[config.mk]
export PLATFORM = sky130hd
export DESIGN_NAME = multi_channel_led_blinker_core
export DESIGN_NICKNAME = d
export VERILOG_FILES = /design/src/sv/mclb_pkg.sv /design/src/sv/mclb_prescaler.sv /design/src/sv/mclb_cell.sv /design/src/sv/multi_channel_led_blinker_core.sv
export SDC_FILE = /design/constraint.sdc
export NUM_CORES = 2
export LEC_CHECK = 0
export BUFFER_PORTS_ARGS = -buffer_cell sky130_fd_sc_hd__buf_2
export CAP_MARGIN = 10
export CELL_PAD_IN_SITES_DETAIL_PLACEMENT = 1
export CELL_PAD_IN_SITES_GLOBAL_PLACEMENT = 1
export CORE_MARGIN = 3
export CORE_UTILIZATION = 44
export DETAILED_ROUTE_END_ITERATION = 6
export PLACE_DENSITY_LB_ADDON = 0.1
export SLEW_MARGIN = 30
export SYNTH_ARGS = -nofsm -noshare
export SYNTH_HDL_FRONTEND = slang
export SYNTH_HIERARCHICAL = 1
export SYNTH_SLANG_ARGS = --single-unit
[constraint.sdc]
create_clock -name clk -period 13.6 [get_ports clk]
set_clock_uncertainty 0.2 [all_clocks]
set_input_delay 0 -clock clk [delete_from_list [all_inputs] [get_ports clk]]
set_output_delay 0 -clock clk [all_outputs]
set_load 0.02 [all_outputs]
[src/sv/mclb_pkg.sv]
// Shared types and constants of the LED blinker core.
// No dependencies.
package mclb_pkg;

    localparam int MCLB_CHANNELS  = 8;
    localparam int CNT_W          = 16;
    localparam int PRESCALE_W     = 9;
    localparam int TICK_W         = 8;
    localparam int CHAN_W         = 3;
    localparam int PIN_W          = 8;
    localparam int IN_DATA_W      = 56;
    localparam int OUT_DATA_W     = 16;
    localparam logic [PRESCALE_W-1:0] PRESCALE_MAX = 9'd256;

    typedef enum logic [1:0] {
        OP_NOP,
        OP_STEP,
        OP_PROG
    } mclb_op_t;

    // payload walking down the cell chain
    typedef struct packed {
        mclb_op_t           op;
        logic [CHAN_W-1:0]  channel;
        logic [CNT_W-1:0]   on_time;
        logic [CNT_W-1:0]   off_time;
        logic [CNT_W-1:0]   blink_count;
        logic               active_high;
        logic [PIN_W-1:0]   pins;
        logic [PIN_W-1:0]   done;
    } mclb_tok_t;

endpackage

[src/sv/mclb_prescaler.sv]
// Tick prescaler: holds the prescale register and the raw tick counter.
// Depends on mclb_pkg.
module mclb_prescaler
    import mclb_pkg::*;
(
    input  logic                  clk,
    input  logic                  rst_n,
    input  logic                  cfg_wr,
    input  logic [PRESCALE_W-1:0] cfg_data,
    input  logic                  tick,
    output logic                  step
);

    logic [PRESCALE_W-1:0] prescale_reg;
    logic [TICK_W-1:0]     tick_count_reg;
    logic [TICK_W-1:0]     tick_count_next;
    logic [PRESCALE_W-1:0] period;
    logic [PRESCALE_W-1:0] count_plus;

    // zero acts as 1, anything above 256 as 256
    always_comb
    begin
        if (prescale_reg == '0)
            period = PRESCALE_W'(1);
        else if (prescale_reg > PRESCALE_MAX)
            period = PRESCALE_MAX;
        else
            period = prescale_reg;
    end

    assign count_plus = PRESCALE_W'(tick_count_reg) + PRESCALE_W'(1);
    assign step       = (count_plus >= period);

    always_comb
    begin
        tick_count_next = tick_count_reg;
        if (tick)
            tick_count_next = step ? '0 : tick_count_reg + TICK_W'(1);
    end

    always_ff @(posedge clk or negedge rst_n)
    begin
        if (!rst_n)
        begin
            prescale_reg   <= PRESCALE_W'(1);
            tick_count_reg <= '0;
        end
        else
        begin
            if (cfg_wr)
                prescale_reg <= cfg_data;
            tick_count_reg <= tick_count_next;
        end
    end

endmodule

[src/sv/mclb_cell.sv]
// One channel cell: channel state plus one chain register stage.
// Depends on mclb_pkg.
module mclb_cell
    import mclb_pkg::*;
#(
    parameter int INDEX = 0
)
(
    input  logic      clk,
    input  logic      rst_n,
    input  logic      tok_valid_in,
    input  mclb_tok_t tok_in,
    output logic      tok_valid_out,
    output mclb_tok_t tok_out
);

    logic [CNT_W-1:0] on_len_reg, on_len_next;
    logic [CNT_W-1:0] off_len_reg, off_len_next;
    logic [CNT_W-1:0] on_rem_reg, on_rem_next;
    logic [CNT_W-1:0] off_rem_reg, off_rem_next;
    logic [CNT_W-1:0] blinks_reg, blinks_next;
    logic             forever_reg, forever_next;
    logic             running_reg, running_next;
    logic             pol_reg, pol_next;
    logic             lit_reg, lit_next;
    logic             done;
    logic             on_zero;
    logic             both_zero;
    logic             do_step;
    logic             do_prog;
    logic             tok_valid_reg;
    mclb_tok_t        tok_reg, tok_next;

    assign do_step   = tok_valid_in && (tok_in.op == OP_STEP) && running_reg;
    assign do_prog   = tok_valid_in && (tok_in.op == OP_PROG)
                       && (int'(tok_in.channel) == INDEX);
    assign on_zero   = (on_rem_reg == '0);
    assign both_zero = on_zero && (off_rem_reg == '0);

    always_comb
    begin
        on_len_next  = on_len_reg;
        off_len_next = off_len_reg;
        on_rem_next  = on_rem_reg;
        off_rem_next = off_rem_reg;
        blinks_next  = blinks_reg;
        forever_next = forever_reg;
        running_next = running_reg;
        pol_next     = pol_reg;
        lit_next     = lit_reg;
        done         = 1'b0;
        if (do_prog)
        begin
            pol_next     = tok_in.active_high;
            on_len_next  = tok_in.on_time;
            on_rem_next  = tok_in.on_time;
            off_len_next = tok_in.off_time;
            off_rem_next = tok_in.off_time;
            forever_next = (tok_in.blink_count == '0);
            blinks_next  = (tok_in.blink_count == '0) ? '0
                                                      : tok_in.blink_count - CNT_W'(1);
            running_next = (tok_in.on_time != '0);
            lit_next     = (tok_in.on_time != '0);
        end
        else if (do_step)
        begin
            // toggle at end of lit phase or at blink boundary
            if (on_zero && ((off_rem_reg == off_len_reg) || both_zero))
                lit_next = !lit_reg;
            if (both_zero)
            begin
                if (!forever_reg && (blinks_reg == '0))
                begin
                    lit_next     = 1'b0;
                    running_next = 1'b0;
                    done         = 1'b1;
                end
                else
                begin
                    on_rem_next  = on_len_reg;
                    off_rem_next = off_len_reg;
                    if (!forever_reg)
                        blinks_next = blinks_reg - CNT_W'(1);
                end
            end
            if (running_next)
            begin
                if (on_rem_next != '0)
                    on_rem_next = on_rem_next - CNT_W'(1);
                else
                    off_rem_next = off_rem_next - CNT_W'(1);
            end
        end
    end

    // report this channel's pin and done bits, only the first eight fit
    generate
        if (INDEX < PIN_W)
        begin : g_report
            always_comb
            begin
                tok_next             = tok_in;
                tok_next.pins[INDEX] = (lit_next == pol_next);
                tok_next.done[INDEX] = done;
            end
        end
        else
        begin : g_silent
            always_comb
            begin
                tok_next = tok_in;
            end
        end
    endgenerate

    always_ff @(posedge clk or negedge rst_n)
    begin
        if (!rst_n)
        begin
            running_reg   <= 1'b0;
            pol_reg       <= 1'b0;
            lit_reg       <= 1'b0;
            tok_valid_reg <= 1'b0;
        end
        else
        begin
            running_reg   <= running_next;
            pol_reg       <= pol_next;
            lit_reg       <= lit_next;
            tok_valid_reg <= tok_valid_in;
        end
    end

    // counters matter only while running, and a program loads them all
    always_ff @(posedge clk)
    begin
        on_len_reg  <= on_len_next;
        off_len_reg <= off_len_next;
        on_rem_reg  <= on_rem_next;
        off_rem_reg <= off_rem_next;
        blinks_reg  <= blinks_next;
        forever_reg <= forever_next;
        tok_reg     <= tok_next;
    end

    assign tok_valid_out = tok_valid_reg;
    assign tok_out       = tok_reg;

endmodule

[src/sv/multi_channel_led_blinker_core.sv]
// Multi-channel LED blinker core: one cell per channel, chained, plus the
// tick prescaler and the result register. Depends on mclb_pkg, mclb_prescaler
// and mclb_cell.
//
// Each input item is either a tick (tuser = 0) or a channel program (tuser = 1)
// and produces exactly one result item holding every pin level and the mask
// of channels that finished their last blink on that item. An accepted item
// launches a token into a row of CHANNELS cells; each cell owns one channel's
// counters, applies the program or the blink step to itself and stamps its
// pin and done bits into the token, which moves one cell per clock. The first
// cell registers the token at the accepting edge, and the token then passes
// the remaining CHANNELS - 1 cells and the output register before m_tvalid
// rises. The core handles one item at a time: s_tready drops at acceptance
// and returns the cycle after the result is taken. The prescale register is
// written through cfg_valid/cfg_data, always ready; write it only while the
// core is idle. Prescale 0 acts as 1, values above 256 act as 256.
// Only channels 0 to 7 appear on the result; programs naming a missing channel
// change nothing.
module multi_channel_led_blinker_core
    import mclb_pkg::*;
#(
    parameter int CHANNELS = MCLB_CHANNELS
)
(
    input  logic                  clk,
    input  logic                  rst_n,
    // configuration: prescale register
    input  logic                  cfg_valid,
    output logic                  cfg_ready,
    input  logic [PRESCALE_W-1:0] cfg_data,
    // input items
    input  logic                  s_tvalid,
    output logic                  s_tready,
    // [2:0] channel, [18:3] on_time, [34:19] off_time, [50:35] blink_count,
    // [51] active_high, [55:52] zero
    input  logic [IN_DATA_W-1:0]  s_tdata,
    // [0] mode
    input  logic [0:0]            s_tuser,
    // result items
    output logic                  m_tvalid,
    input  logic                  m_tready,
    // [7:0] pin_levels, [15:8] finished
    output logic [OUT_DATA_W-1:0] m_tdata
);

    logic                  in_accept;
    logic                  out_accept;
    logic                  tick;
    logic                  step;
    logic                  busy_reg;
    logic                  m_tvalid_reg;
    logic [OUT_DATA_W-1:0] m_tdata_reg;

    logic      tok_valid [CHANNELS+1];
    mclb_tok_t tok       [CHANNELS+1];

    assign cfg_ready  = 1'b1;
    assign s_tready   = !busy_reg;
    assign in_accept  = s_tvalid && s_tready;
    assign out_accept = m_tvalid_reg && m_tready;
    assign tick       = in_accept && !s_tuser[0];

    mclb_prescaler u_prescaler (
        .clk      (clk),
        .rst_n    (rst_n),
        .cfg_wr   (cfg_valid && cfg_ready),
        .cfg_data (cfg_data),
        .tick     (tick),
        .step     (step)
    );

    // launch token: unpack the item, start with empty pin and done vectors
    always_comb
    begin
        tok_valid[0]        = in_accept;
        tok[0].channel      = s_tdata[2:0];
        tok[0].on_time      = s_tdata[18:3];
        tok[0].off_time     = s_tdata[34:19];
        tok[0].blink_count  = s_tdata[50:35];
        tok[0].active_high  = s_tdata[51];
        tok[0].pins         = '0;
        tok[0].done         = '0;
        if (s_tuser[0])
            tok[0].op = OP_PROG;
        else if (step)
            tok[0].op = OP_STEP;
        else
            tok[0].op = OP_NOP;
    end

    genvar g;
    generate
        for (g = 0; g < CHANNELS; g++)
        begin : g_cell
            mclb_cell #(
                .INDEX (g)
            ) u_cell (
                .clk           (clk),
                .rst_n         (rst_n),
                .tok_valid_in  (tok_valid[g]),
                .tok_in        (tok[g]),
                .tok_valid_out (tok_valid[g+1]),
                .tok_out       (tok[g+1])
            );
        end
    endgenerate

    // busy from acceptance until the result is taken
    always_ff @(posedge clk or negedge rst_n)
    begin
        if (!rst_n)
        begin
            busy_reg     <= 1'b0;
            m_tvalid_reg <= 1'b0;
        end
        else
        begin
            if (in_accept)
                busy_reg <= 1'b1;
            else if (out_accept)
                busy_reg <= 1'b0;

            if (tok_valid[CHANNELS])
                m_tvalid_reg <= 1'b1;
            else if (out_accept)
                m_tvalid_reg <= 1'b0;
        end
    end

    always_ff @(posedge clk)
    begin
        if (tok_valid[CHANNELS])
            m_tdata_reg <= {tok[CHANNELS].done, tok[CHANNELS].pins};
    end

    assign m_tvalid = m_tvalid_reg;
    assign m_tdata  = m_tdata_reg;

endmodule

Word level (Yosys, flattened, before mapping) --
Index checks and enable logic that the tools add are counted.
Word-level totals: register bits after elaboration 1165, input port bits 71, output and inout bits 19, word-level logic and storage cells 714
Operators by class: add/subtract/negate cells 34, $lt $le $gt $ge 2, eq/ne operators 55, muxes and demuxes 288, bitwise operators 16, reduce and logical (&&, ||, !) cells 169
Operator list (number):
- two-way mux 16 bit | 176
- zero test 16 bit | 32
- subtractor 16 x 1 -> 16 bit, second input constant | 32
- nonzero test 16 bit | 16
- equality test 16 bit | 8
- two-way mux 1 bit | 108
- logical AND 1 bit | 59
- nonzero test 2 bit | 18
- AND reduction 4 bit | 8
- OR reduction 3 bit | 8
- zero test 1 bit | 18
- two-way mux 9 bit | 2
- equality test 2 x 1 -> 1 bit, second input constant | 8
- equality test 2 bit, second input constant | 8
- != test 2 x 1 -> 1 bit, second input constant | 8
- != test 2 bit, second input constant | 8
- inverter 1 bit | 16
- equality test 3 bit, second input constant | 4
- adder 8 x 1 -> 9 bit, second input constant | 1
- >= comparator 9 bit | 1
- greater-than comparator 9 bit, second input constant | 1
- zero test 9 bit | 1
- adder 8 x 1 -> 8 bit, second input constant | 1
- equality test 1 bit | 8
- other kinds (6) | 14

Longest topological paths before layout --
depth after elaboration 16, gate-level depth with buffers 18, depth with buffers taken out 15

Hierarchy --
Netlist, hierarchy kept.
Modules (own cells, without submodules):
- mclb_cell (g_cell[5].u_cell ...) | times used 2, cells each 608, area each 6762.7 µm², sequential area each 3933.8 µm²
- mclb_cell (g_cell[1].u_cell ...) | times used 2, cells each 614, area each 6742.7 µm², sequential area each 3933.8 µm²
- mclb_cell (g_cell[7].u_cell) | times used 1, cells each 622, area each 6856.6 µm², sequential area each 3933.8 µm²
- mclb_cell (g_cell[4].u_cell) | times used 1, cells each 620, area each 6836.6 µm², sequential area each 3933.8 µm²
- mclb_cell (g_cell[0].u_cell) | times used 1, cells each 617, area each 6797.8 µm², sequential area each 3933.8 µm²
- mclb_cell (g_cell[3].u_cell) | times used 1, cells each 616, area each 6774.0 µm², sequential area each 3933.8 µm²
- mclb_prescaler | times used 1, cells each 107, area each 1044.8 µm², sequential area each 426.7 µm²
- multi_channel_led_blinker_core | times used 1, cells each 29, area each 594.3 µm², sequential area each 530.5 µm²

Worst setup path after synthesis --
OpenSTA, ideal clock, no wires.
path type reg2reg, start point reg g_cell[1].u_cell.off_rem_reg[3], end point reg g_cell[1].u_cell.on_rem_reg[9], data pin, setup time 169 ps, arrival 4208 ps, data required time 13231 ps, setup slack 9023 ps, stages on the path, launching flop included 16, buffers on the path 3, clock period less this slack 4577 ps, cell sequence edfxtp_1 -> or4_4 -> or3_1 -> or3_1 -> buf_2 -> nor2_1 -> clkbuf_1 -> a21oi_1 -> ha_1 -> nor2b_1 -> and4b_1 -> o31a_1 -> or3_1 -> buf_2 -> o41a_1 -> o31ai_1
On the way: word-level cells in the longest chain between the ends 10, elaborated cells on any way between the ends 14, classes of those cells add/sub: 1; mux: 10; reduce/logical: 3
RTL lines:
- start, declared | RTL line mclb_cell.sv:20 | logic [CNT_W-1:0] off_rem_reg, off_rem_next;
- start signal, assigned | RTL line mclb_cell.sv:140 | off_rem_reg <= off_rem_next;
- zero test 16 bit * | RTL line mclb_cell.sv:38 | assign both_zero = on_zero && (off_rem_reg == '0);
- logical AND 1 bit * | RTL line mclb_cell.sv:38
- two-way mux 16 bit | RTL line mclb_cell.sv:70 | if (both_zero)
- two-way mux 16 bit | RTL line mclb_cell.sv:65 | else if (do_step)
- two-way mux 16 bit | RTL line mclb_cell.sv:52 | if (do_prog)
- subtractor 16 x 1 -> 16 bit / nonzero test 16 bit (equally long branches) | RTL line mclb_cell.sv:89, mclb_cell.sv:88
- two-way mux 16 bit | RTL line mclb_cell.sv:88 | if (on_rem_next != '0)
- two-way mux 16 bit * | RTL line mclb_cell.sv:86 | if (running_next)
- two-way mux 16 bit * | RTL line mclb_cell.sv:65
- two-way mux 16 bit * | RTL line mclb_cell.sv:52
- via g_cell[1].u_cell.on_rem_next[9] | RTL line mclb_cell.sv:19 | logic [CNT_W-1:0] on_rem_reg, on_rem_next;
- end signal, assigned | RTL line mclb_cell.sv:139 | on_rem_reg <= on_rem_next;
- end, declared | RTL line mclb_cell.sv:19
The timed path passes the listed nets; every way through them passes the cells marked *. The select of a mux whose other input is x is not followed. A chain may end at the register's enable or synchronous reset.

Final worst setup path --
start point reg g_cell[1].u_cell.blinks_reg[7], end point reg g_cell[1].u_cell.off_rem_reg[8], data pin
On the way: word-level cells in the longest chain between the ends 11, elaborated cells on any way between the ends 20, classes of those cells add/sub: 1; mux: 16; reduce/logical: 3
RTL lines:
- start, declared | RTL line mclb_cell.sv:21 | logic [CNT_W-1:0] blinks_reg, blinks_next;
- start signal, assigned | RTL line mclb_cell.sv:141 | blinks_reg <= blinks_next;
- zero test 16 bit * | RTL line mclb_cell.sv:72 | if (!forever_reg && (blinks_reg == '0))
- logical AND 1 bit * | RTL line mclb_cell.sv:72
- two-way mux 16 bit | RTL line mclb_cell.sv:72
- two-way mux 16 bit | RTL line mclb_cell.sv:70
- two-way mux 16 bit | RTL line mclb_cell.sv:65
- two-way mux 16 bit | RTL line mclb_cell.sv:52
- subtractor 16 x 1 -> 16 bit / nonzero test 16 bit (equally long branches) | RTL line mclb_cell.sv:91, mclb_cell.sv:88
- two-way mux 16 bit | RTL line mclb_cell.sv:88
- two-way mux 16 bit * | RTL line mclb_cell.sv:86
- two-way mux 16 bit * | RTL line mclb_cell.sv:65
- two-way mux 16 bit * | RTL line mclb_cell.sv:52
- via g_cell[1].u_cell.off_rem_next[8] | RTL line mclb_cell.sv:20
Marks and branches as above.

==> flow_summary.json <==
{
  "grt_max_degree": 79,
  "power.leakage_uw": 0.0207,
  "irDropWorstVdd_uv": 132,
  "cts_tree": "built",
  "crit_buf_inv": 2,
  "drt_iter0_drc": 2571,
  "clock_latency_ns": 0.74,
  "netlist_area_mm2": 0.0537,
  "grt_pass1_vias": 42691,
  "first_pass_iters": 5,
  "initial_core_util_pct": 44.5,
  "post-route-period-util_pct": 39.4,
  "hold_violations": 0,
  "critPathKind": "reg -> reg",
  "worst-endpoint-required_ns": 13.89,
  "maxSlewHeadroom_pct": 29.6,
  "numPortBuffers": 84,
  "fin_tns_setup_ns": 0,
  "hold_class": "in -> reg",
  "pwr-share-comb_pct": 2.9,
  "avgSynthCellArea_um2": 10.9,
  "ctsHoldBuffers": 148,
  "place_inst": 6531,
  "postCtsSetupRepairBufs": 0,
  "crit_path_top_delay_cell": "and3_1",
  "post_cts_resized": 0,
  "p_sw_uw": 1700,
  "intPower_uw": 6170,
  "maxCapViolations": 0,
  "dp_hpwl_mm": 114,
  "p_clk_share_pct": 46.9,
  "dieArea_mm2": 0.126,
  "drc": 0,
  "cts.sinks": 1165,
  "numCtsBuffers": 131,
  "rsz0062_at_grt": "no",
  "crit_chain": "or4_1, nor3_1, buf_4, and3_1, nor2_2, buf_4, a21oi_1, ha_1, nor3b_1, o21ai_0, o41ai_1, o31ai_1, o32a_1",
  "worst_ep_arrival_time_ns": 5.65,
  "switching_share_pct": 21.6,
  "start_kind": "register",
  "grt.met2_usage_pct": 45.0,
  "critPathMaxFanout": 26,
  "n_fill_cell": 12836,
  "cp_common_cell": "buf_4",
  "max_stage_delay_ns": 0.67,
  "antenna_found_initial": 4,
  "pin_count": 90,
  "worst_slack_ns": 8.24,
  "grt_pass1_wl_mm": 253,
  "status": "finished clean",
  "grt_usage_pct": 25.4,
  "drive_above_1_share_pct": 10.5,
  "pre_cts_ws_ns": 8.35,
  "grt_overflow": 0,
  "cts_buffer_depth": 3,
  "layout_min_cycle_time_ns": 5.36,
  "busiest_layer": "met2",
  "clk_pin_slew_ns": 0.06,
  "yosysWarnings": 6,
  "use_met3_pct": 3.34,
  "cpLargestDelayFamily": "simple AND/OR/NAND/NOR gates",
  "final-setup-viol-count": 0,
  "cp-end-kind": "register",
  "max_freq_mhz": 187,
  "clockRootBuffer": "clkbuf_16",
  "antenna_left": 0,
  "rows": 127,
  "tightestPinTransition_ns": 1.05,
  "final_max_slew_viol_count": 0,
  "coreArea_mm2": 0.121,
  "routedWlPerCell_um": 23.5,
  "synth_nets": 5081,
  "die_width_um": 355,
  "dieHeight_um": 355,
  "vias": 40490,
  "final_net_count": 5337,
  "power.share.sequential_pct": 50.1,
  "drt-total-wl_mm": 162,
  "instances_no_fill": 6919,
  "met1_usage_pct": 31.8,
  "syn2layout_area_growth_pct": 15.4,
  "gp_congestion": 0.859,
  "htree_levels": 4,
  "largest_reg_flops": 450,
  "syn_inst": 4944,
  "cellPowerDensity_mw_per_mm2": 127,
  "viasPerCell": 5.85
}
[power by group through the flow]
stage               Combinational (uW)  Sequential [uW]  Clock [uW]
global placement                   185             4020           0
global route                       255             3960        3920
CTS                                229             3950        3770
floorplan                          121             3950           0
detailed placement                 189             4020           0
finish                             232             3950        3690
[final cells by class]
cell class / instances / area, um^2 / area share [%]
sequential: 1165 / 30200 / 48.8
multi-input combinational: 3532 / 22500 / 36.3
clock buffer: 192 / 4080 / 6.59
timing repair buffer: 294 / 2380 / 3.84
tap: 1612 / 2020 / 3.25
clock inverter: 47 / 477 / 0.769
inverter: 76 / 285 / 0.460
antenna: 1 / 2.50 / 0.00404
[stage by stage]
step	hold slack (ns)	cell area (um^2)	util, %	power [uW]
floorplan	-0.496	53700	-	4070
global placement	-0.192	55900	46.4	4200
detailed placement	-0.191	55900	46.4	4210
CTS	0.00204	62000	51.4	7950
global route	0.0526	62000	51.4	8130
finish	0.0566	62000	51.4	7870
[cell usage in the layout (no fill, tap or decap), types with 36 or more instances in the layout]
| master | count |
|---|---|
| nand4_1 | 75 |
| nand3_1 | 98 |
| nand2_1 | 399 |
| buf_2 | 83 |
| a31oi_1 | 86 |
| nand2b_1 | 36 |
| dlygate4sd3_1 | 147 |
| xnor2_1 | 340 |
| ha_1 | 66 |
| nor2_1 | 427 |
| buf_4 | 63 |
| nor3_1 | 178 |
| nor4_1 | 194 |
| o22ai_1 | 85 |
| a21oi_1 | 380 |
| xor2_1 | 182 |
| dfrtp_1 | 49 |
| o21ai_0 | 199 |
| o31ai_1 | 68 |
| or3_1 | 89 |
| edfxtp_1 | 664 |
| or4_1 | 40 |
| clkbuf_16 | 148 |
| dfxtp_1 | 450 |
| inv_1 | 67 |
[worst paths after layout]
kind / from / endpoint / slack, ns / cells past startpoint
worst min-delay path: s_tdata[48] / g_cell[0].u_cell/blinks_reg[13] / 0.06 / 4
worst min register to register: g_cell[6].u_cell/tok_out[2] / g_cell[7].u_cell/tok_out[2] / 0.12 / 0
worst max-delay path: g_cell[1].u_cell/blinks_reg[7] / g_cell[1].u_cell/off_rem_reg[8] / 8.24 / 13
worst max register to register: g_cell[1].u_cell/blinks_reg[7] / g_cell[1].u_cell/off_rem_reg[8] / 8.24 / 13
min in group asynchronous: rst_n / m_tvalid / 0.14 / 4
max in group asynchronous: rst_n / g_cell[7].u_cell/tok_valid_out / 12.47 / 4
[worst register-to-register path, delay by kind of cell, from the launching register on]
| family | cells | cell delay (ns) |
|---|---|---|
| compound gates | 5 | 1.56 |
| fa+ha+maj | 1 | 0.21 |
| buf+inv | 2 | 0.55 |
| flops | 1 | 0.45 |
| simple gates | 5 | 2.14 |
[layer usage]
layer  share of wire [%]  vias to the layer above
met5              0.0080                        -
met4                 3.4                        2
met3                 3.4                      281
met2                  50                      829
met1                  43                    20316
li1                    -                    19062
Note: power is estimated with default switching activity, not from simulation.
